===== config.mk =====
export PLATFORM = sky130hd
export DESIGN_NAME = cnc_link_receive_parser
export DESIGN_NICKNAME = d
export VERILOG_FILES = /design/src/hw/rtl/cnclrp_pkg.sv /design/src/hw/rtl/cnclrp_skid.sv /design/src/hw/rtl/cnclrp_core.sv /design/src/hw/rtl/cnclrp_out_reg.sv /design/src/hw/rtl/cnc_link_receive_parser.sv
export VERILOG_INCLUDE_DIRS = /design/src /design/src/hw/rtl
export SDC_FILE = /design/constraint.sdc
export NUM_CORES = 1
export LEC_CHECK = 0
export ABC_AREA = 1
export BUFFER_PORTS_ARGS = -buffer_cell sky130_fd_sc_hd__buf_2
export CAP_MARGIN = 20
export CORE_ASPECT_RATIO = 0.9
export CORE_MARGIN = 2
export CORE_UTILIZATION = 35
export CTS_BUF_LIST = sky130_fd_sc_hd__clkbuf_16
export CTS_CLUSTER_SIZE = 8
export DETAILED_ROUTE_END_ITERATION = 16
export GPL_TIMING_DRIVEN = 0
export SETUP_SLACK_MARGIN = 0.1
export SLEW_MARGIN = 20
export SYNTH_ARGS = -nofsm -noshare
export SYNTH_HDL_FRONTEND = slang
export SYNTH_HIERARCHICAL = 1
export SYNTH_SLANG_ARGS = --single-unit

===== constraint.sdc =====
create_clock -name clk_i -period 6.3 [get_ports clk_i]
set_input_delay 0 -clock clk_i [delete_from_list [all_inputs] [get_ports clk_i]]
set_output_delay 0 -clock clk_i [all_outputs]
set_load 0.1 [all_outputs]

===== src/hw/rtl/cnc_link_receive_parser_defines.svh =====
// Assertion helpers for the link receive parser.
`ifndef CNC_LINK_RECEIVE_PARSER_DEFINES_SVH
`define CNC_LINK_RECEIVE_PARSER_DEFINES_SVH

// Checked on every clock edge, held off while reset is asserted.
`define CNCLRP_ASSERT(lbl, prop, msg) \
  lbl: assert property (@(posedge clk_i) disable iff (!rst_ni) prop) else $error(msg);

// Checked on every clock edge, reset included.
`define CNCLRP_ASSERT_ALWAYS(lbl, prop, msg) \
  lbl: assert property (@(posedge clk_i) prop) else $error(msg);

`endif


===== src/hw/rtl/cnclrp_pkg.sv =====
package cnclrp_pkg;

  localparam int ByteW          = 8;
  localparam int LenW           = 7;
  localparam int MaxFrameLenDef = 64;

  localparam logic [LenW-1:0] LenReset = LenW'(8);

  localparam logic [ByteW-1:0] CharK  = 8'h4B;
  localparam logic [ByteW-1:0] CharF  = 8'h46;
  localparam logic [ByteW-1:0] CharR  = 8'h52;
  localparam logic [ByteW-1:0] CharE  = 8'h45;
  localparam logic [ByteW-1:0] CharT  = 8'h54;
  localparam logic [ByteW-1:0] CharNl = 8'h0A;

  typedef enum logic [2:0] {
    KIND_CMD    = 3'd0,
    KIND_REPEAT = 3'd1,
    KIND_ACK    = 3'd2,
    KIND_ECHO   = 3'd3,
    KIND_TELEM  = 3'd4
  } kind_e;

  typedef enum logic [1:0] {
    MODE_IDLE  = 2'd0,
    MODE_ECHO  = 2'd1,
    MODE_TELEM = 2'd2
  } mode_e;

  typedef struct packed {
    kind_e            kind;
    logic [ByteW-1:0] data;
    logic             last;
    logic             ok;
  } result_t;

endpackage


===== src/hw/rtl/cnclrp_skid.sv =====
module cnclrp_skid import cnclrp_pkg::*; (
  input  logic             clk_i,
  input  logic             rst_ni,
  input  logic             in_valid_i,
  output logic             in_stall_o,
  input  logic [ByteW-1:0] in_data_i,
  output logic             valid_o,
  output logic [ByteW-1:0] data_o,
  input  logic             pop_i
);

  logic             main_valid_q, skid_valid_q;
  logic [ByteW-1:0] main_data_q, skid_data_q;
  logic             accept;

  // stall is purely registered; the skid entry absorbs the transfer in flight
  assign in_stall_o = skid_valid_q;
  assign accept     = in_valid_i && !skid_valid_q;
  assign valid_o    = main_valid_q;
  assign data_o     = main_data_q;

  always_ff @(posedge clk_i or negedge rst_ni) begin
    if (!rst_ni) begin
      main_valid_q <= 1'b0;
      skid_valid_q <= 1'b0;
    end else if (pop_i && main_valid_q) begin
      if (skid_valid_q) begin
        skid_valid_q <= 1'b0;
      end else if (!accept) begin
        main_valid_q <= 1'b0;
      end
    end else if (accept) begin
      if (!main_valid_q) begin
        main_valid_q <= 1'b1;
      end else begin
        skid_valid_q <= 1'b1;
      end
    end
  end

  always_ff @(posedge clk_i) begin
    if (pop_i && main_valid_q) begin
      if (skid_valid_q) begin
        main_data_q <= skid_data_q;
      end else if (accept) begin
        main_data_q <= in_data_i;
      end
    end else if (accept) begin
      if (!main_valid_q) begin
        main_data_q <= in_data_i;
      end else begin
        skid_data_q <= in_data_i;
      end
    end
  end

endmodule


===== src/hw/rtl/cnclrp_core.sv =====
`include "cnc_link_receive_parser_defines.svh"

module cnclrp_core import cnclrp_pkg::*; #(
  parameter int MAX_FRAME_LEN = MaxFrameLenDef
) (
  input  logic             clk_i,
  input  logic             rst_ni,
  input  logic             cfg_we_i,
  input  logic [LenW-1:0]  cfg_data_i,
  input  logic             fire_i,
  input  logic [ByteW-1:0] byte_i,
  output logic             res_valid_o,
  output result_t          res_o
);

  localparam int CntW = $clog2(MAX_FRAME_LEN + 3);
  localparam int CmpW = (CntW > LenW) ? CntW : LenW;

  logic [LenW-1:0]  len_q;
  mode_e            mode_q, mode_d;
  logic [CntW-1:0]  cnt_q, cnt_d, cnt_inc, frame_n;
  logic [15:0]      sum_q, sum_d;
  logic [ByteW-1:0] csum_lo_q, csum_lo_d;
  logic [CmpW-1:0]  len_ext, max_ext, n_wide;
  logic             frame_end;

  // length clamped to 1..MAX_FRAME_LEN
  assign len_ext = CmpW'(len_q);
  assign max_ext = CmpW'(MAX_FRAME_LEN);
  always_comb begin
    if (len_ext == '0) begin
      n_wide = CmpW'(1);
    end else if (len_ext > max_ext) begin
      n_wide = max_ext;
    end else begin
      n_wide = len_ext;
    end
  end
  assign frame_n   = CntW'(n_wide);
  assign cnt_inc   = cnt_q + CntW'(1);
  assign frame_end = (cnt_inc >= frame_n + CntW'(2));

  always_comb begin
    mode_d      = mode_q;
    cnt_d       = cnt_q;
    sum_d       = sum_q;
    csum_lo_d   = csum_lo_q;
    res_valid_o = 1'b0;
    res_o       = '{kind: KIND_CMD, data: '0, last: 1'b0, ok: 1'b0};
    case (mode_q)
      MODE_IDLE: begin
        case (byte_i)
          CharK: begin
            res_valid_o = 1'b1;
            res_o.kind  = KIND_CMD;
          end
          CharF: begin
            res_valid_o = 1'b1;
            res_o.kind  = KIND_REPEAT;
          end
          CharR: begin
            res_valid_o = 1'b1;
            res_o.kind  = KIND_ACK;
          end
          CharE: begin
            mode_d = MODE_ECHO;
            cnt_d  = '0;
          end
          CharT: begin
            mode_d = MODE_TELEM;
            cnt_d  = '0;
            sum_d  = '0;
          end
          default: begin
          end
        endcase
      end
      MODE_ECHO: begin
        res_valid_o = 1'b1;
        res_o.kind  = KIND_ECHO;
        res_o.data  = byte_i;
        if (byte_i == CharNl) begin
          mode_d     = MODE_IDLE;
          res_o.last = 1'b1;
        end
      end
      MODE_TELEM: begin
        res_valid_o = 1'b1;
        res_o.kind  = KIND_TELEM;
        res_o.data  = byte_i;
        cnt_d       = cnt_inc;
        if (cnt_inc <= frame_n) begin
          sum_d = sum_q + 16'(byte_i);
        end else if (cnt_inc == frame_n + CntW'(1)) begin
          csum_lo_d = byte_i;
        end
        if (frame_end) begin
          // checksum arrives low byte first
          mode_d     = MODE_IDLE;
          cnt_d      = '0;
          res_o.last = 1'b1;
          res_o.ok   = ({byte_i, csum_lo_q} == sum_q);
        end
      end
      default: begin
        mode_d = MODE_IDLE;
        cnt_d  = '0;
      end
    endcase
  end

  always_ff @(posedge clk_i or negedge rst_ni) begin
    if (!rst_ni) begin
      len_q     <= LenReset;
      mode_q    <= MODE_IDLE;
      cnt_q     <= '0;
      sum_q     <= '0;
      csum_lo_q <= '0;
    end else begin
      if (cfg_we_i) begin
        len_q <= cfg_data_i;
      end
      if (fire_i) begin
        mode_q    <= mode_d;
        cnt_q     <= cnt_d;
        sum_q     <= sum_d;
        csum_lo_q <= csum_lo_d;
      end
    end
  end

  `CNCLRP_ASSERT(a_cnt_only_in_frame,
                 (cnt_q != '0) |-> (mode_q == MODE_TELEM),
                 "byte count set outside a telemetry frame")
  `CNCLRP_ASSERT(a_cnt_bounded,
                 (mode_q == MODE_TELEM) |-> (cnt_q <= CntW'(MAX_FRAME_LEN + 1)),
                 "telemetry byte count past frame end")
  `CNCLRP_ASSERT(a_last_returns_idle,
                 (fire_i && res_valid_o && res_o.last) |=> (mode_q == MODE_IDLE),
                 "parser not idle after last transfer")

endmodule


===== src/hw/rtl/cnclrp_out_reg.sv =====
module cnclrp_out_reg import cnclrp_pkg::*; (
  input  logic    clk_i,
  input  logic    rst_ni,
  input  logic    load_i,
  input  result_t res_i,
  output logic    ready_o,
  output logic    valid_o,
  input  logic    stall_i,
  output result_t res_o
);

  logic    valid_q;
  result_t res_q;

  assign ready_o = !valid_q || !stall_i;
  assign valid_o = valid_q;
  assign res_o   = res_q;

  always_ff @(posedge clk_i or negedge rst_ni) begin
    if (!rst_ni) begin
      valid_q <= 1'b0;
    end else if (ready_o) begin
      valid_q <= load_i;
    end
  end

  always_ff @(posedge clk_i) begin
    if (ready_o && load_i) begin
      res_q <= res_i;
    end
  end

endmodule


===== src/hw/rtl/cnc_link_receive_parser.sv =====
// Link receive parser: takes one received byte per transfer and sustains one
// byte per clock while the sink does not stall. Each accepted byte passes a
// two-entry input buffer (stall is registered there) and one decode step. Its
// event, if any, is then loaded into the output register; a stalling sink holds
// bytes in the buffer. 'K', 'F', 'R' give single events, 'E' opens an echo line
// closed by newline, 'T' opens a telemetry frame of telemetry_len payload bytes
// (clamped to 1..MAX_FRAME_LEN) plus a little-endian 16-bit sum. Other idle bytes
// produce nothing. Write telemetry_len only while no byte is buffered or in decode;
// a new length set mid-frame applies from the next byte of that frame.
module cnc_link_receive_parser import cnclrp_pkg::*; #(
  parameter int MAX_FRAME_LEN = MaxFrameLenDef
) (
  input  logic             clk_i,
  input  logic             rst_ni,
  input  logic             cfg_we_i,
  input  logic [LenW-1:0]  cfg_data_i,
  input  logic             in_valid_i,
  output logic             in_stall_o,
  input  logic [ByteW-1:0] rx_byte_i,
  output logic             out_valid_o,
  input  logic             out_stall_i,
  output logic [2:0]       event_kind_o,
  output logic [ByteW-1:0] payload_o,
  output logic             last_o,
  output logic             checksum_ok_o
);

  logic             buf_valid, fire, res_valid, out_ready;
  logic [ByteW-1:0] buf_data;
  result_t          res, out_res;

  assign fire = buf_valid && out_ready;

  cnclrp_skid u_skid (
    .clk_i      (clk_i),
    .rst_ni     (rst_ni),
    .in_valid_i (in_valid_i),
    .in_stall_o (in_stall_o),
    .in_data_i  (rx_byte_i),
    .valid_o    (buf_valid),
    .data_o     (buf_data),
    .pop_i      (out_ready)
  );

  cnclrp_core #(
    .MAX_FRAME_LEN (MAX_FRAME_LEN)
  ) u_core (
    .clk_i       (clk_i),
    .rst_ni      (rst_ni),
    .cfg_we_i    (cfg_we_i),
    .cfg_data_i  (cfg_data_i),
    .fire_i      (fire),
    .byte_i      (buf_data),
    .res_valid_o (res_valid),
    .res_o       (res)
  );

  cnclrp_out_reg u_out (
    .clk_i   (clk_i),
    .rst_ni  (rst_ni),
    .load_i  (fire && res_valid),
    .res_i   (res),
    .ready_o (out_ready),
    .valid_o (out_valid_o),
    .stall_i (out_stall_i),
    .res_o   (out_res)
  );

  assign event_kind_o  = out_res.kind;
  assign payload_o     = out_res.data;
  assign last_o        = out_res.last;
  assign checksum_ok_o = out_res.ok;

endmodule

Word level (Yosys, flattened, before mapping)
Index checks and enable logic that the tools add are counted.
{"block": "word_totals", "in_bits": 20, "word_cells": 100, "regBits": 72, "output_inout_bits": 15}
{"block": "op_classes", "n_bitwise": 3, "add_sub_neg": 4, "n_mux": 31, "n_eq_ne": 19, "n_lt_le_gt_ge": 3, "reduce_logical": 26}
{"cell": "8-bit by 7-bit equality test with 1-bit output, second input constant", "count": 5}
{"cell": "8-bit two-way mux", "count": 5}
{"cell": "16-bit two-way mux", "count": 2}
{"cell": "16-bit case mux with 2 select lines", "count": 1}
{"cell": "7-bit two-way mux", "count": 4}
{"cell": "7-bit case mux with 3 select lines", "count": 1}
{"cell": "9-bit case mux with 2 select lines", "count": 1}
{"cell": "16-bit by 8-bit adder with 16-bit output", "count": 1}
{"cell": "16-bit equality test", "count": 1}
{"cell": "7-bit by 1-bit adder with 7-bit output, second input constant", "count": 2}
{"cell": "3-bit AND reduction", "count": 4}
{"cell": "4-bit AND reduction", "count": 3}
{"cell": "2-bit != test, second input constant", "count": 5}
{"cell": "1-bit two-way mux", "count": 9}
{"cell": "3-bit case mux with 3 select lines", "count": 1}
{"cell": "8-bit by 4-bit equality test with 1-bit output, second input constant", "count": 1}
{"cell": "2-bit case mux with 2 select lines", "count": 2}
{"cell": "2-bit nonzero test", "count": 4}
{"cell": "7-bit by 2-bit adder with 7-bit output, second input constant", "count": 1}
{"cell": "7-bit equality test", "count": 1}
{"cell": "7-bit >= comparator", "count": 1}
{"cell": "7-bit > comparator, second input constant", "count": 1}
{"cell": "7-bit <= comparator", "count": 1}
{"cell": "7-bit zero test", "count": 1}
{"cell": "other kinds (15)", "count": 28}

Depth between registers and ports, before layout
Gate-level depths: netlist of the first run.
{"block": "depth", "word_depth": 7, "depth_mapped": 19, "mapped_depth_nobuf": 18}

Modules after synthesis
Netlist of the first run, hierarchy kept.
{"module": "cnclrp_core", "area_each_um2": 3488.3, "seq_area_each_um2": 1002.2, "cells_each": 489, "n_inst": 1}
{"module": "cnclrp_skid", "area_each_um2": 759.5, "seq_area_each_um2": 530.5, "cells_each": 66, "n_inst": 1}
{"module": "cnclrp_out_reg", "area_each_um2": 431.7, "seq_area_each_um2": 415.4, "cells_each": 18, "n_inst": 1}
{"module": "cnc_link_receive_parser", "area_each_um2": 17.5, "seq_area_each_um2": 0.0, "cells_each": 4, "n_inst": 1}

Worst setup path before layout of the first run
No wires, ideal clock.
{"block": "synth_path", "kind": "register to register", "startpoint": "register u_core.cnt_q[0]", "endpoint": "register u_core.csum_lo_q[1]", "setup_time_ns": 0.118, "setup_slack_ns": 3.640, "arrival_ns": 2.543, "t_required_ns": 6.182, "synth_period_minus_slack_ns": 2.660, "n_path_buf": 0, "path_stages_with_launch": 19, "path_cell_list": "dfrtp_1 > ha_1 > nand4_1 > inv_2 > nand2_1 > xor2_2 > inv_1 > ha_1 > nand2_1 > nor2_1 > nand2_1 > nand2_1 > nand2_1 > nor2_1 > nand3_1 > nor2_8 > nand3_4 > nand2_1 > nand2_1"}
{"block": "synth_via", "elab_chain_cells": 4, "word_cells_on_any_way": 5, "classes_between": "add/sub (1); order compare (1); eq/ne (1); bitwise (1); reduce/logical (1)"}
{"element": "from (decl)", "line_no": "cnclrp_core.sv:21", "text": "logic [CntW-1:0] cnt_q, cnt_d, cnt_inc, frame_n;"}
{"element": "from (signal assigned)", "line_no": "cnclrp_core.sv:125", "text": "cnt_q <= cnt_d;"}
{"element": "7-bit by 1-bit adder with 7-bit output *", "line_no": "cnclrp_core.sv:40", "text": "assign cnt_inc = cnt_q + CntW'(1);"}
{"element": "7-bit <= comparator", "line_no": "cnclrp_core.sv:92", "text": "if (cnt_inc <= frame_n) begin"}
{"element": "1-bit NOT (no line)"}
{"element": "4-bit AND reduction (no line) *"}
{"element": "to (signal assigned)", "line_no": "cnclrp_core.sv:127", "text": "csum_lo_q <= csum_lo_d;"}
{"element": "to (decl)", "line_no": "cnclrp_core.sv:23", "text": "logic [ByteW-1:0] csum_lo_q, csum_lo_d;"}
Every way passes the cells marked *; elsewhere a longest branch is shown, timed or not.
A chain may end at the register's enable or synchronous reset.

Worst setup path in the final report of the first run
{"block": "layout_path", "startpoint": "register u_core.len_q[4], in the netlist u_core/len_ext[4]", "endpoint": "register u_core.mode_q[1]"}
{"block": "layout_via", "elab_chain_cells": 7, "word_cells_on_any_way": 8, "classes_between": "add/sub (1); order compare (2); eq/ne (1); mux (2); reduce/logical (2)"}
{"element": "from (decl)", "line_no": "cnclrp_core.sv:19", "text": "logic [LenW-1:0] len_q;"}
{"element": "from (signal assigned)", "line_no": "cnclrp_core.sv:114", "text": "len_q <= LenReset;"}
{"element": "from (signal assigned)", "line_no": "cnclrp_core.sv:121", "text": "len_q <= cfg_data_i;"}
{"element": "7-bit > comparator", "line_no": "cnclrp_core.sv:33", "text": "end else if (len_ext > max_ext) begin"}
{"element": "7-bit two-way mux", "line_no": "cnclrp_core.sv:33"}
{"element": "7-bit two-way mux *", "line_no": "cnclrp_core.sv:31", "text": "if (len_ext == '0) begin"}
{"element": "7-bit by 2-bit adder with 7-bit output *", "line_no": "cnclrp_core.sv:41", "text": "assign frame_end = (cnt_inc >= frame_n + CntW'(2));"}
{"element": "7-bit >= comparator *", "line_no": "cnclrp_core.sv:41"}
{"element": "2-bit by 1-bit != test with 1-bit output (no line) *"}
{"element": "4-bit AND reduction (no line) *"}
{"element": "to (signal assigned)", "line_no": "cnclrp_core.sv:124", "text": "mode_q <= mode_d;"}
{"element": "to (decl)", "line_no": "cnclrp_core.sv:20", "text": "mode_e mode_q, mode_d;"}
Marked as above.

==> results of run 1 <==
## repair_timing
action	4_1_cts	5_1_grt
hold buffers	16	0
hold endpoints to repair	65	0
endpoints found under the setup margin	0	0
## cell usage in the layout, fill, tap and decap left out, types with 2 or more instances in the layout
master and count:
nand2_1 179, inv_1 60, dfrtp_1 42, nand3_1 39
nor2_1 34, buf_2 33, nand4_1 32, ha_1 29
edfxtp_1 29, o21ai_0 22, dlygate4sd3_1 16, a21oi_1 14
xnor2_1 12, nor3_1 10, clkbuf_16 9, xor2_1 9
nor4_1 6, mux2_2 5, nor2_2 4, inv_6 4
buf_4 4, nand3_2 4, inv_2 4, buf_6 3
o21ai_1 3, clkbuf_1 3, nor2_4 3, nand2_2 2
nand3b_1 2, or2_2 2, o22ai_1 2, o211ai_1 2
o31ai_1 2
## registers in the layout (all words and copies together), names as in the netlist
name,cells
u_core/cnt_q,7
u_core/csum_lo_q,8
u_core/len_ext,7
u_core/mode_q,2
u_core/sum_q,16
u_out/res_o,13
u_out/valid_o,1
u_skid/data_o,8
u_skid/in_stall_o,1
u_skid/skid_data_q,8
u_skid/valid_o,1
## cell usage after synthesis, types with 3 or more instances
| library cell | instances |
|---|---|
| mux2_2 | 5 |
| buf_4 | 3 |
| nor2_1 | 34 |
| nor3_1 | 10 |
| xor2_1 | 9 |
| nand2_1 | 179 |
| inv_2 | 4 |
| xnor2_1 | 12 |
| edfxtp_1 | 29 |
| ha_1 | 29 |
| nor2_2 | 4 |
| inv_1 | 60 |
| o21ai_1 | 3 |
| nand3_2 | 4 |
| nand4_1 | 32 |
| nand3_1 | 39 |
| nor4_1 | 6 |
| o21ai_0 | 22 |
| dfrtp_1 | 42 |
| nor2_4 | 3 |
| a21oi_1 | 15 |
| clkbuf_1 | 3 |
## how the worst max path moves through the flow
stage / slack (ps) / startpoint / endpoint
finish: 3120 / u_core/len_ext[4] / u_core/mode_q[1]
global route: 2880 / u_core/len_ext[4] / u_core/mode_q[1]
CTS: 3120 / u_core/len_ext[4] / u_core/mode_q[1]
detailed placement: 3140 / u_core/len_ext[4] / u_core/mode_q[1]
global placement: 2880 / u_skid/data_o[1] / u_out/res_o[2]
floorplan: 3640 / u_core/cnt_q[0] / u_core/csum_lo_q[1]
## critical path: cells and delay by family, from the launching register on
| kind | cells | cell delay, ps |
|---|---|---|
| AO/OA/AOI/OAI | 3 | 420 |
| buffers and inverters | 3 | 260 |
| AND/OR/NAND/NOR | 9 | 1320 |
| flip-flops | 1 | 370 |
| adder cells (fa/ha/maj) | 2 | 520 |
| XOR/XNOR | 1 | 150 |
## routing by layer
layer,wire length [um],up-vias
met2,4990,103
met5,0,-
met3,550,10
li1,-,2058
met4,169,0
met1,5500,1854
## report_power, final
| group | leakage [uW] | switching, uW | internal [uW] |
|---|---|---|---|
| logic | 0.00167 | 482 | 168 |
| clock network | 0.000147 | 212 | 311 |
| registers | 0.000850 | 83.4 | 578 |
| total | 0.00266 | 777 | 1060 |
## area by class of cell
cell class                 instances  area (um2)  area share
multi-input combinational        431        2440       0.440
sequential                        72        1950       0.351
timing repair buffer              50         339      0.0611
inverter                          65         246      0.0444
clock buffer                       9         225      0.0406
tap                              168         210      0.0379
clock inverter                     7        77.6      0.0140
buffer                             9        61.3      0.0110
## kinds of logic (layout without fill, tap and decap cells)
family | after synthesis | count (layout) | synth area share
buffers and inverters | 74 | 140 | 0.0655
AO/OA/AOI/OAI | 50 | 50 | 0.0599
multiplexers | 5 | 5 | 0.0120
XOR/XNOR | 23 | 23 | 0.0485
adder cells (fa/ha/maj) | 30 | 30 | 0.0815
flip-flops | 72 | 72 | 0.415
AND/OR/NAND/NOR | 323 | 323 | 0.318
## through the flow
step / utilization / hold slack [ps] / setup slack (ps) / total power, uW / area, um2
6_report: 0.420 / 6.94 / 3120 / 1830 / 5550
5_1_grt: 0.420 / 41.9 / 2880 / 1930 / 5550
4_1_cts: 0.420 / 2.42 / 3120 / 1850 / 5550
3_5_place_dp: 0.385 / 195 / 3140 / 1310 / 5090
3_3_place_gp: 0.384 / 194 / 2880 / 1290 / 5070
2_1_floorplan: - / -296 / 3640 / 1150 / 4700
==> flow_summary.json, run 1 <==
{
  "status": "completed",
  "rsz0062_at_grt": "false",
  "max_stage_delay_ps": 370,
  "drc_errors": 0,
  "path_class": "reg -> reg",
  "avgSynthCellArea_um2": 8.14,
  "p_leak_uw": 0.00266,
  "cts_setup_buffers": 0,
  "numCtsBuffers": 9,
  "dieArea_um2": 14400,
  "synth_edf_count": 29,
  "clk-insertion-delay-late_ps": 340,
  "peakVddDrop_mv": 0.322,
  "cpMostUsedCell": "nand2_1",
  "top_usage_layer": "met2",
  "insertedDiodeCount": 0,
  "netlist_area_um2": 4700,
  "syn-instance-count": 577,
  "hold_path.startpoint": "out_stall_i",
  "grt.total_usage": 0.163,
  "coreArea_um2": 13200,
  "r2r_start": "u_core/len_ext[4]",
  "yosysWarnings": 6,
  "power_density_nw_per_um2": 330,
  "cts_tree": "yes",
  "cap_violations": 0,
  "grt_use_met2": 0.254,
  "timing.fmax_mhz": 314,
  "end_kind": "flop",
  "fin_crit_sh": 0.506,
  "ys_seq_area_frac": 0.415,
  "grt_max_degree": 44,
  "synth.area.top_cells": "dfrtp_1 22%, edfxtp_1 19%, nand2_1 14%",
  "drt_wl_total_um": 11200,
  "maxSlewViolCount": 0,
  "ios": 35,
  "dp_cells": 779,
  "cts_num_sinks": 72,
  "rrSetupSlack_ps": 3120,
  "rr_worst_depth": 18,
  "cts_max_level": 3,
  "hp-class": "in -> reg",
  "final_nets": 688,
  "grt_pass1_vias": 3830,
  "drt_first_iter_violations": 279,
  "critPathMaxFanout": 8,
  "firstDrtPassIters": 5,
  "worstSetupStartpointType": "flop",
  "use_met1": 0.227,
  "clk_pin_slew_ps": 60,
  "synth_nets": 627,
  "drive_gt1_frac": 0.140,
  "grt-ovfl-total": 0,
  "holdPathStages": 3,
  "antenna_found_initial": 0,
  "yosysTopAreaCellShare": 0.224,
  "fillCellCount": 1346,
  "ys_ff_latch": 72,
  "min_period_ps": 3180,
  "root_buffer": "clkbuf_16",
  "r2r_end": "u_core/mode_q[1]",
  "hpwl_um": 8420,
  "final_cells": 811,
  "avgViaCountPerCell": 4.96,
  "synth_top_area_cell": "dfrtp_1",
  "clockBufferDepth": 2,
  "rows": 40,
  "met3_usage": 0.0267,
  "synth_ff_type": "dfrtp_1",
  "start_util": 0.355,
  "gp_congestion": 0.880,
  "cp_cell_sequence": "buf_6 > nor2_2 > nand3_2 > nand2_4 > nand2_1 > inv_1 > ha_1 > nand4_1 > xnor2_1 > ha_1 > nand2_1 > inv_1 > nand3_1 > a21oi_1 > nor3_1 > nand2_1 > o211ai_1 > o21ai_0",
  "die-width_um": 126,
  "area_growth_pct": 18.2,
  "ys_types": 45,
  "holdPathEnd": "u_out/valid_o",
  "cp.arrival_ps": 3390,
  "wl_per_cell_um": 13.8,
  "worst_slew_pin_slew_ps": 632,
  "die_h_um": 114,
  "relSlewSlack": 0.577,
  "grt_pass1_wl_um": 18600,
  "hold_viol_final": 0,
  "ant_nets": 0,
  "vias": 4025,
  "finalClockSkew_ps": 7.98,
  "final.setup.tns_ps": 0,
  "crit_required_ps": 6500,
  "synthArstFlopShare": 0.597,
  "critPathSlowestCell": "dfrtp_1",
  "cts_resized": 0,
  "io_buffers": 33,
  "setup_viol": 0
}
No activity file was read; power rests on OpenSTA's default activity.
==> run 2: changes to the inputs <==
- clock period: 6.3 -> 2.6 ns (I/O delays scaled with it)
==> flow_summary.json, run 2 (same netlist as run 1, synthesis figures left out) <==
{
  "p_leak_uw": 0.00285,
  "firstDrtPassIters": 7,
  "setup_viol": 4,
  "timing.fmax_mhz": 368,
  "finalWorstSetupSlack_ps": -116,
  "area_growth_pct": 28.6,
  "power_uw": 4570,
  "numCtsBuffers": 9,
  "insertedDiodeCount": 0,
  "relSlewSlack": 0.579,
  "clkPwrFrac": 0.254,
  "finalInstanceArea_um2": 6040,
  "antenna_found_initial": 0,
  "drive_gt1_frac": 0.246,
  "cp.arrival_ps": 2900,
  "rows": 40,
  "power_density_nw_per_um2": 756,
  "drt_first_iter_violations": 248,
  "ios": 35,
  "grt_pass1_vias": 4163,
  "drc_errors": 0,
  "grt_pass1_wl_um": 20100,
  "fin_crit_sh": 1.04,
  "dieArea_um2": 14400,
  "cts_max_level": 3,
  "p_sw_uw": 1970,
  "crit_required_ps": 2780,
  "largest_register": "u_core/sum_q",
  "worst_slew_pin_slew_ps": 629,
  "die-width_um": 126,
  "peakVddDrop_mv": 0.664,
  "finalClockSkew_ps": 8.80,
  "cp_num_buf_inv": 2,
  "rsz0062_at_grt": "true",
  "clk_pin_slew_ps": 60,
  "switching_share": 0.432,
  "status": "complete, but fails checks",
  "end_kind": "flop",
  "final_common_cell": "nand2_1",
  "cts_tree": "yes",
  "io_buffers": 33,
  "seqPwrFrac": 0.340,
  "dp_cells": 778,
  "hp-class": "in -> reg",
  "place_area_um2": 5120,
  "vias": 4240,
  "cts_num_sinks": 72,
  "wl_per_cell_um": 14.5,
  "grt-ovfl-total": 0,
  "ant_nets": 0,
  "worstSetupStartpointType": "flop",
  "max_stage_delay_ps": 540,
  "critPathMaxFanout": 3,
  "maxSlewViolCount": 0,
  "cpMostUsedCell": "nand2_4",
  "path_class": "reg -> reg",
  "grt_max_degree": 44,
  "root_buffer": "clkbuf_16",
  "gp_congestion": 0.873,
  "die_h_um": 114,
  "hold_viol_final": 0,
  "min_period_ps": 2720,
  "hpwl_um": 8670,
  "final_cell_mix": "166 x nand2_1, 55 x inv_1, 39 x dfrtp_1",
  "coreArea_um2": 13200,
  "violations": "negative setup slack",
  "cp_cell_sequence": "nor2_2 > nand3_2 > nand2_4 > nand2_4 > inv_2 > ha_4 > buf_4 > xor2_1 > ha_1 > nand2_1 > nor4_4 > nor3_4 > or2_4 > a21oi_4",
  "clk-insertion-delay-late_ps": 350,
  "grt.total_usage": 0.176,
  "final_nets": 720,
  "largest_reg_flops": 16,
  "drt_wl_total_um": 12200,
  "clockBufferDepth": 2,
  "final_cells": 843,
  "pre_cts_ws_ps": -403,
  "comb_power_share": 0.406,
  "critPathSlowestCell": "dfstp_2",
  "cap_violations": 0,
  "start_util": 0.355,
  "avgViaCountPerCell": 5.03,
  "critPathTopFamily": "simple AND/OR/NAND/NOR gates",
  "p_int_uw": 2590
}
[run 2: cell count changes in the layout (fill, tap and decap cells not counted), moves of 5 or more]
cell / before / now
buf_4: 4 / 33
inv_1: 60 / 55
a21oi_1: 14 / 9
o21ai_1: 3 / 9
ha_1: 29 / 24
nand3_2: 4 / 9
nand3_1: 39 / 34
nand2_2: 2 / 12
o21ai_0: 22 / 15
inv_2: 4 / 9
nand2_1: 179 / 166
ha_4: 0 / 5
nor2_1: 34 / 28
[run 2: worst reg2reg max path: cells and delay by family, from the launching register on]
kind | cells | cell delay [ps]
xor gates and xnor gates | 1 | 150
adders and majority gates | 2 | 450
DFF | 1 | 540
and+or+nand+nor | 8 | 1060
buffers and inverters | 2 | 180
AOI/OAI and AO/OA | 1 | 170
[run 2: worst paths after layout]
path	startpoint	endpoint	slack [ps]	depth (start not counted)
max reg2reg	u_core/len_ext[3]	u_out/res_o[1]	-120	14
max	u_core/len_ext[3]	u_out/res_o[1]	-120	14
min reg2reg	u_core/csum_lo_q[7]	u_core/csum_lo_q[7]	490	2
max in group asynchronous	rst_ni	u_core/len_ext[5]	1960	2
min	out_stall_i	u_out/valid_o	60	3
min in group asynchronous	rst_ni	u_core/len_ext[1]	210	2
[run 2: layer usage]
layer | track usage | up-vias | part of all wire
met1 | 0.227 | 1979 | 0.46
met4 | 0.0740 | 0 | 0.018
met2 | 0.283 | 131 | 0.46
li1 | - | 2114 | -
met3 | 0.0464 | 16 | 0.065
met5 | 0 | - | 0
[run 2: layout make-up]
| cell class | instances | area (um2) |
|---|---|---|
| well taps | 168 | 210 |
| fillers | 1286 | 7170 |
| repair buffers | 82 | 596 |
| flip-flops and latches | 72 | 1950 |
| clock buffers | 9 | 225 |
| inverters | 65 | 246 |
| clock inverters | 7 | 56.3 |
| plain buffers | 9 | 65.1 |
| multi-input cells | 431 | 2690 |
[run 2: repair_timing]
item                                    4_1_cts  5_1_grt
hold endpoints to repair                     65        0
hold buffers                                 16        0
cloned                                        1        0
endpoints found under the setup margin       48       48
gates resized for setup                      34       26
pin swaps                                    32       11
setup buffers                                17       15
[run 2: power by group through the flow]
| stage | clock (uW) | sequential (uW) | combinational [uW] |
|---|---|---|---|
| final | 1160 | 1550 | 1850 |
| after global routing | 1250 | 1570 | 2000 |
| after floorplan | 0 | 1980 | 804 |
| after detailed placement | 0 | 1610 | 1560 |
| after global placement | 0 | 1610 | 1530 |
| after CTS | 1190 | 1580 | 1700 |
[run 2: per-stage QoR]
| stage | util | hold WS (ps) | setup TNS [ps] |
|---|---|---|---|
| 2_1_floorplan | - | -296 | 0 |
| 3_3_place_gp | 0.387 | 194 | -14020 |
| 3_5_place_dp | 0.387 | 196 | -16080 |
| 4_1_cts | 0.441 | 35.2 | -138 |
| 5_1_grt | 0.457 | 70.4 | -4680 |
| 6_report | 0.457 | 59.1 | -246 |
==> run 3: changes to the inputs <==
- ABC_AREA: 1 -> not set
==> flow_summary.json, run 3 <==
{
  "status": "complete, but fails checks",
  "violations": "negative setup slack",
  "ios": 35,
  "dieArea_um2": 13300,
  "final_nets": 544,
  "wl_per_cell_um": 15.6,
  "drive_gt1_frac": 0.349,
  "clk_pin_slew_ps": 60,
  "pre_cts_ws_ps": -865,
  "cp_cell_sequence": "buf_6 > or4_4 > nor3_4 > nor2_2 > nor2_2 > ha_1 > xnor2_1 > nand3b_1 > a41oi_2 > o2111ai_2 > nor4_4 > buf_12 > mux2_4",
  "synthArstFlopShare": 0.597,
  "relSlewSlack": 0.483,
  "avgViaCountPerCell": 5.19,
  "min_period_ps": 2990,
  "vias": 3421,
  "synth_common_cells": "46 x nand2_1, 42 x dfrtp_1, 29 x edfxtp_1, 29 x ha_1, 27 x xor2_1",
  "fillCellCount": 1100,
  "ys_seq_area_frac": 0.449,
  "ant_nets": 0,
  "hpwl_um": 6980,
  "clk-insertion-delay-late_ps": 340,
  "root_buffer": "clkbuf_16",
  "start_util": 0.359,
  "switching_share": 0.416,
  "cts_num_sinks": 72,
  "die-width_um": 121,
  "p_leak_uw": 0.00251,
  "firstDrtPassIters": 4,
  "syn-instance-count": 407,
  "grt_pass1_vias": 3267,
  "synth.most_common_cell": "nand2_1",
  "grt_pass1_wl_um": 16300,
  "final_cell_mix": "37 x dfrtp_1, 36 x nand2_1, 32 x buf_2",
  "worst_slew_pin_slew_ps": 775,
  "grt_max_degree": 44,
  "synth_edf_count": 29,
  "ys_types": 63,
  "coreArea_um2": 12100,
  "power_uw": 4900,
  "hp-class": "in -> reg",
  "yosysWarnings": 6,
  "largest_reg_flops": 16,
  "cp_num_buf_inv": 2,
  "power_density_nw_per_um2": 841,
  "synth.area.top_cells": "dfrtp_1 24%, edfxtp_1 20%, ha_1 8.4%",
  "timing.fmax_mhz": 335,
  "peakVddDrop_mv": 0.524,
  "p_int_uw": 2860,
  "finalClockSkew_ps": 6.81,
  "clockBufferDepth": 2,
  "cts_tree": "yes",
  "largest_register": "u_core/sum_q",
  "synth_ff_type": "dfrtp_1",
  "holdWs_ps": 73.6,
  "p_sw_uw": 2040,
  "hold_viol_final": 0,
  "rsz0062_at_grt": "true",
  "final_common_cell": "dfrtp_1",
  "cpMostUsedCell": "nor2_2",
  "critPathSlowestCell": "or4_4",
  "ys_ff_latch": 72,
  "insertedDiodeCount": 0,
  "worstSetupStartpointType": "flop",
  "io_buffers": 33,
  "max_stage_delay_ps": 500,
  "area_growth_pct": 34.4,
  "end_kind": "flop",
  "crit_required_ps": 2820,
  "gp_congestion": 0.759,
  "synth_top_area_cell": "dfrtp_1",
  "cap_violations": 0,
  "grt-ovfl-total": 0,
  "drt_first_iter_violations": 186,
  "finalWorstSetupSlack_ps": -388,
  "numCtsBuffers": 9,
  "netlist_area_um2": 4340,
  "seqPwrFrac": 0.337,
  "yosysTopAreaCellShare": 0.242,
  "clkPwrFrac": 0.253,
  "grt.total_usage": 0.160,
  "fin_crit_sh": 1.15,
  "synth_nets": 457,
  "rows": 38,
  "maxSlewViolCount": 0,
  "critPathTopFamily": "simple AND/OR/NAND/NOR gates",
  "cts_max_level": 3,
  "drt_wl_total_um": 10300,
  "avgSynthCellArea_um2": 10.7,
  "die_h_um": 110,
  "path_class": "reg -> reg",
  "antenna_found_initial": 0,
  "cp.arrival_ps": 3210,
  "final.setup.tns_ps": -5610,
  "critPathMaxFanout": 8,
  "comb_power_share": 0.410,
  "setup_viol": 34,
  "drc_errors": 0
}
run 3: cell count changes after synthesis, sizes merged, moves of 8 or more:
cell / delta
and2: +14
inv: -52
mux2: +17
nand2: -135
nand2b: +8
nand3: -30
nand4: -23
nor2: -25
xor2: +16
run 3: repair_timing:
item | 4_1_cts | 5_1_grt
pin swaps | 27 | 20
endpoints found under the hold margin | 66 | 0
gates cloned | 1 | 0
hold buffers | 17 | 0
endpoints found under the setup margin | 48 | 48
setup buffers | 20 | 5
resized for setup | 61 | 31
run 3: worst paths after layout:
| kind | slack [ps] | endpoint | cells after the start | startpoint |
|---|---|---|---|---|
| setup / recovery | -390 | u_core/csum_lo_q[7] | 13 | u_core/len_ext[4] |
| hold / removal | 70 | u_core/len_ext[6] | 3 | cfg_we_i |
| max in group asynchronous | 1970 | u_core/cnt_q[2] | 2 | rst_ni |
| min in group asynchronous | 200 | u_core/sum_q[4] | 2 | rst_ni |
| setup reg to reg | -390 | u_core/csum_lo_q[7] | 13 | u_core/len_ext[4] |
| hold reg to reg | 530 | u_core/sum_q[7] | 2 | u_core/sum_q[7] |
run 3: worst register-to-register path: stages, from the launching register on:
cell and delay, ps:
dfrtp_1 370, buf_6 120, or4_4 500, nor3_4 150, nor2_2 50, nor2_2 120
ha_1 260, xnor2_1 150, nand3b_1 120, a41oi_2 180, o2111ai_2 160, nor4_4 210
buf_12 180, mux2_4 310
run 3: final cells by class:
type	instances	area, um2	area share
Buffer	8	70.1	0.0120
Sequential cell	72	1950	0.335
Clock inverter	7	71.3	0.0122
Inverter	14	57.6	0.00988
Tap cell	160	200	0.0344
Clock buffer	9	225	0.0387
Timing Repair Buffer	76	592	0.102
Multi-Input combinational cell	313	2660	0.456
run 3: metrics by stage:
stage / area [um2] / std cells / util
floorplan: 4430 / 407 / -
global placement: 4800 / 600 / 0.397
detailed placement: 4800 / 600 / 0.397
CTS: 5660 / 654 / 0.468
global route: 5830 / 659 / 0.482
finish: 5830 / 659 / 0.482
run 3: cells by family (layout without fill, tap and decap cells):
kind of cell    count (synthesis)  after routing  share of synthesized area
fa+ha+maj                      30             30                     0.0883
buf+inv                        22            114                     0.0208
xor+xnor                       39             39                     0.0820
flops                          72             72                      0.449
simple gates                  146            146                      0.180
compound gates                 72             72                      0.113
mux                            26             26                     0.0664
run 3: per-layer routing:
layer | vias up | global-route usage | share of wire
met1 | 1697 | 0.205 | 0.45
met5 | - | 0 | 0
met3 | 11 | 0.0296 | 0.033
met4 | 0 | 0.0591 | 0.015
li1 | 1658 | - | -
met2 | 55 | 0.272 | 0.51
run 3: power groups by stage:
stage | sequential, uW | clock (uW) | combinational, uW
2_1_floorplan | 2140 | 0 | 940
3_3_place_gp | 1660 | 0 | 1760
3_5_place_dp | 1660 | 0 | 1800
4_1_cts | 1650 | 1270 | 1930
5_1_grt | 1680 | 1310 | 2150
6_report | 1650 | 1240 | 2010
